[config.mk]
export PLATFORM = sky130hd
export DESIGN_NAME = mfpsw_controller
export DESIGN_NICKNAME = d
export VERILOG_FILES = /design/src/rtl/core/mfpsw_pkg.sv /design/src/rtl/core/mfpsw_controller.sv
export SDC_FILE = /design/constraint.sdc
export NUM_CORES = 1
export LEC_CHECK = 0
export BUFFER_PORTS_ARGS = -buffer_cell sky130_fd_sc_hd__buf_2
export CORE_AREA = 8 8 45 47
export DETAILED_ROUTE_END_ITERATION = 7
export DIE_AREA = 0 0 53 55
export GPL_ROUTABILITY_DRIVEN = 0
export GPL_TIMING_DRIVEN = 0
export PLACE_DENSITY = 0.62
export SLEW_MARGIN = 20
export SYNTH_ARGS = -nofsm -noshare
export SYNTH_HDL_FRONTEND = slang
export SYNTH_SLANG_ARGS = --single-unit
[constraint.sdc]
create_clock -name i_clk -period 1.4 [get_ports i_clk]
set_clock_uncertainty 0.1 [all_clocks]
set_input_delay 0.07 -clock i_clk [delete_from_list [all_inputs] [get_ports i_clk]]
set_output_delay 0.07 -clock i_clk [all_outputs]
set_load 0.05 [all_outputs]
[src/rtl/core/mfpsw_pkg.sv]
// Shared types and constants of the framebuffer span writer.
package mfpsw_pkg;

    localparam logic [1:0] OP_WRITE = 2'd0;
    localparam logic [1:0] OP_READ  = 2'd1;
    localparam logic [1:0] OP_SPAN  = 2'd2;
    localparam logic [1:0] OP_NONE  = 2'd3;

    localparam logic KIND_WRITE = 1'b0;
    localparam logic KIND_READ  = 1'b1;

    localparam int          MAX_BYTES  = 40;
    localparam int          CNT_W      = 6;
    localparam logic [7:0]  FULL_BYTE  = 8'hff;
    localparam logic [7:0]  LEFT_PIXEL = 8'h80;

    typedef enum logic [2:0] {
        E_READ,
        E_SINGLE,
        E_HEAD,
        E_MID,
        E_LAST
    } t_emit;

    typedef struct packed {
        logic  load;
        logic  calc;
        logic  reduce;
        logic  rd;
        logic  emit;
        t_emit emit_kind;
        logic  clear;
    } t_cmd;

    typedef struct packed {
        logic drop;
        logic is_read;
        logic is_span;
        logic single;
        logic addr_ok;
        logic cnt_one;
        logic clr_last;
        logic out_free;
    } t_status;

endpackage

[src/rtl/core/mfpsw_controller.sv]
// Controller: sequences clearing, address reduction, reads and result beats.
module mfpsw_controller (
    input  logic               i_clk,
    input  logic               i_rst_n,
    input  logic               i_in_valid,
    output logic               o_in_ready,
    input  mfpsw_pkg::t_status i_status,
    output mfpsw_pkg::t_cmd    o_cmd
);

    typedef enum logic [2:0] {
        ST_CLEAR,
        ST_IDLE,
        ST_CALC,
        ST_REDUCE,
        ST_FIRST,
        ST_MID,
        ST_LREAD,
        ST_LAST
    } t_state;

    t_state r_state;
    t_state n_state;

    always_comb begin
        n_state         = r_state;
        o_cmd           = '0;
        o_cmd.emit_kind = mfpsw_pkg::E_READ;
        case (r_state)
            ST_CLEAR: begin
                o_cmd.clear = 1'b1;
                if (i_status.clr_last) begin
                    n_state = ST_IDLE;
                end
            end
            ST_IDLE: begin
                if (i_in_valid) begin
                    o_cmd.load = 1'b1;
                    n_state    = ST_CALC;
                end
            end
            ST_CALC: begin
                o_cmd.calc = 1'b1;
                n_state    = i_status.drop ? ST_IDLE : ST_REDUCE;
            end
            ST_REDUCE: begin
                // The read is issued once the address lies inside the store.
                if (i_status.addr_ok) begin
                    o_cmd.rd = 1'b1;
                    n_state  = ST_FIRST;
                end else begin
                    o_cmd.reduce = 1'b1;
                end
            end
            ST_FIRST: begin
                if (i_status.is_read) begin
                    o_cmd.emit_kind = mfpsw_pkg::E_READ;
                end else if (!i_status.is_span || i_status.single) begin
                    o_cmd.emit_kind = mfpsw_pkg::E_SINGLE;
                end else begin
                    o_cmd.emit_kind = mfpsw_pkg::E_HEAD;
                end
                if (i_status.out_free) begin
                    o_cmd.emit = 1'b1;
                    if (!i_status.is_span || i_status.single) begin
                        n_state = ST_IDLE;
                    end else if (i_status.cnt_one) begin
                        n_state = ST_LREAD;
                    end else begin
                        n_state = ST_MID;
                    end
                end
            end
            ST_MID: begin
                o_cmd.emit_kind = mfpsw_pkg::E_MID;
                if (i_status.out_free) begin
                    o_cmd.emit = 1'b1;
                    if (i_status.cnt_one) begin
                        n_state = ST_LREAD;
                    end
                end
            end
            ST_LREAD: begin
                o_cmd.rd = 1'b1;
                n_state  = ST_LAST;
            end
            ST_LAST: begin
                o_cmd.emit_kind = mfpsw_pkg::E_LAST;
                if (i_status.out_free) begin
                    o_cmd.emit = 1'b1;
                    n_state    = ST_IDLE;
                end
            end
            default: begin
                n_state = ST_IDLE;
            end
        endcase
    end

    always_ff @(posedge i_clk) begin
        if (!i_rst_n) begin
            r_state <= ST_CLEAR;
        end else begin
            r_state <= n_state;
        end
    end

    assign o_in_ready = (r_state == ST_IDLE);

endmodule

==> results.py <==
metrics = {
    "run_status": {
        "status": "complete, but fails checks",
        "violations": "setup timing",
    },
    "cts": {
        "worstSkewPairLatency_ps": 230,
        "htree_levels": 1,
        "clock-sinks": 3,
        "cts_buffers": 3,
        "cts_hold_buffers": 0,
        "cts_root_buf": "clkbuf_4",
        "cts_tree": "yes",
        "cts.path.max_buffers": 2,
        "clk_pin_slew_ps": 40,
    },
    "timing": {
        "layout_setup_ws_ps": -6.275,
        "final.setup.tns_ps": -6.275,
        "setup_violations": 1,
        "slew_viol_final": 0,
        "fin_crit_ps": 1406,
        "hold_viol_final": 0,
        "max_freq_mhz": 711.1,
        "tightest_slew_ps": 366.6,
        "holdWs_ps": 3.791,
        "fin_crit_sh_pct": 100.4,
        "slew_headroom_pct": 75.51,
        "rsz0062_at_grt": "yes",
    },
    "yosys": {
        "synth.area.top_cells": "dfxtp_1, buf_6, nor2_1, nor3b_1, mux2i_1",
        "syn_area_per_cell_um2": 7.291,
        "yosys.area.top_type": "dfxtp_1",
        "netlist_area_um2": 379.1,
        "synth.net_count": 63,
        "ys_seq_area_share_pct": 15.84,
        "synthesis.instances": 52,
        "ys_warn_count": 0,
        "yosys.cell_types.count": 27,
        "yosys_register_bits": 3,
        "synth_top_area_share_pct": 15.84,
    },
    "min_path": {
        "hold_class": "in2reg",
        "hp-start": "i_rst_n",
        "hold_end": "r_state[1]",
        "holdPathStages": 3,
    },
    "drt": {
        "drc": 0,
        "vias_per_cell": 4.882,
        "drt_iter0_markers": 3,
        "num_vias": 498,
        "routedWlPerCell_um": 13.59,
        "dr.pass1.iters": 3,
        "routed_wl_um": 1386,
        "ant_nets": 0,
    },
    "finish": {
        "final_cell_mix": "buf_6, buf_2, buf_4",
        "design_area_um2": 817.0,
        "largest_registers": "r_state (3)",
        "regMostFlops": "r_state",
        "antennaDiodeCount": 0,
        "final_common_cell": "buf_6",
        "areaGrowthSynthToFinish_pct": 115.5,
        "layoutNonFillerInstCount": 102,
        "final_nets": 98,
        "drive_gt1_share_pct": 68.60,
        "largest_reg_flops": 3,
        "fillCellCount": 117,
    },
    "place": {
        "dp.cells": 88,
        "pre_cts_ws_ps": -39.67,
        "port_buffers": 20,
        "post_dp_cell_area_um2": 551.8,
        "dp_hpwl_um": 927.3,
    },
    "power_and_ir_drop": {
        "peakVddDrop_mv": 0.5022,
        "static-leakage-power_nw": 0.3488,
        "cellPowerDensity_nw_per_um2": 707.3,
    },
    "global_route": {
        "grt_max_degree": 11,
        "antenna_found_initial": 0,
        "first_global_vias": 477,
        "overflow": 0,
        "track_usage_pct": 9.880,
        "grt_first_pass_wirelength_um": 2208,
    },
    "critical_path": {
        "crit_type": "reg2out",
        "startpoint_type": "flop",
        "rr_startpoint": "r_state[2]",
        "cp_max_fo": 6,
        "cp.arrival_ps": 1240,
        "crit_required_ps": 1230,
        "r2r_end": "r_state[1]",
        "rrSetupSlack_ps": 20,
        "end_kind": "output port",
        "r2r_cells": 5,
    },
    "floorplanning": {
        "fp.dieW_um": 53,
        "core_area_um2": 1384,
        "ios": 21,
        "fp.dieH_um": 55,
        "num_rows": 14,
        "initial_core_util_pct": 27.40,
        "fp.dieArea_um2": 2915,
    },
    "job": {
        "drv_cap": 0,
    },
}
[Yosys cell counts, drive strengths merged]
| cell type | number |
|---|---|
| o21a | 1 |
| and3 | 1 |
| nor3 | 4 |
| nor2b | 3 |
| nor4 | 2 |
| nand2 | 5 |
| o32a | 1 |
| a21oi | 2 |
| a21boi | 1 |
| a31oi | 2 |
| nor2 | 6 |
| mux2i | 2 |
| inv | 2 |
| a21o | 1 |
| o32ai | 1 |
| and2 | 1 |
| dfxtp | 3 |
| a22oi | 2 |
| buf | 5 |
| nand3b | 1 |
| nand2b | 2 |
| o21ai | 1 |
| nor3b | 3 |
[cells by family after synthesis]
group	synth area share, %
AND/OR/NAND/NOR	42.25
buffers and inverters	12.54
multiplexers	5.281
AO/OA/AOI/OAI	24.09
flip-flops	15.84
[critical path: stages (launching register included)]
cell,delay [ps]
dfxtp_4,360
buf_8,130
nand3b_1,200
a21boi_4,150
buf_6,170
[final cells by class]
class / instances / area [µm²] / area share (%)
Sequential cell: 3 / 68.82 / 8.423
Timing Repair Buffer: 31 / 269.0 / 32.92
Clock buffer: 4 / 26.28 / 3.216
Tap cell: 16 / 20.02 / 2.450
Inverter: 2 / 7.507 / 0.9188
Buffer: 4 / 56.30 / 6.891
Multi-Input combinational cell: 42 / 369.1 / 45.18
[stage by stage]
| step | total power [mW] | utilization, % |
|---|---|---|
| floorplan | 0.2829 | - |
| global placement | 0.3329 | 39.87 |
| detailed placement | 0.3374 | 39.87 |
| CTS | 0.5450 | 52.71 |
| global route | 0.6228 | 59.04 |
| finish | 0.5779 | 59.04 |
[worst max path at each step]
stage,from,endpoint,slack (ps)
2_1_floorplan,r_state[2],o_cmd[1],-110
3_3_place_gp,r_state[1],o_cmd[6],-30
3_5_place_dp,r_state[1],o_cmd[6],-40
4_1_cts,r_state[2],o_cmd[5],-110
5_1_grt,r_state[0],o_cmd[5],-80
6_report,r_state[2],o_cmd[5],-6
[per-layer routing]
| metal | global-route usage, % | vias up | part of all wire, % |
|---|---|---|---|
| met5 | 0 | - | 0 |
| met3 | 2.139 | 0 | 5.2 |
| met2 | 16.99 | 8 | 55 |
| met4 | 5.172 | 0 | 0 |
| li1 | - | 254 | - |
| met1 | 11.21 | 236 | 40 |
[report_power, final]
group / internal [mW] / switching (mW)
Clock: 0.107 / 0.0430
Sequential: 0.0924 / 0.0112
Combinational: 0.160 / 0.165
Total: 0.359 / 0.219
[what timing repair did]
item,CTS,global route
pin swaps,3,9
resized for setup,27,20
endpoints found under the setup margin,9,12
buffers inserted,8,3
(Power assumes the default switching activity.)
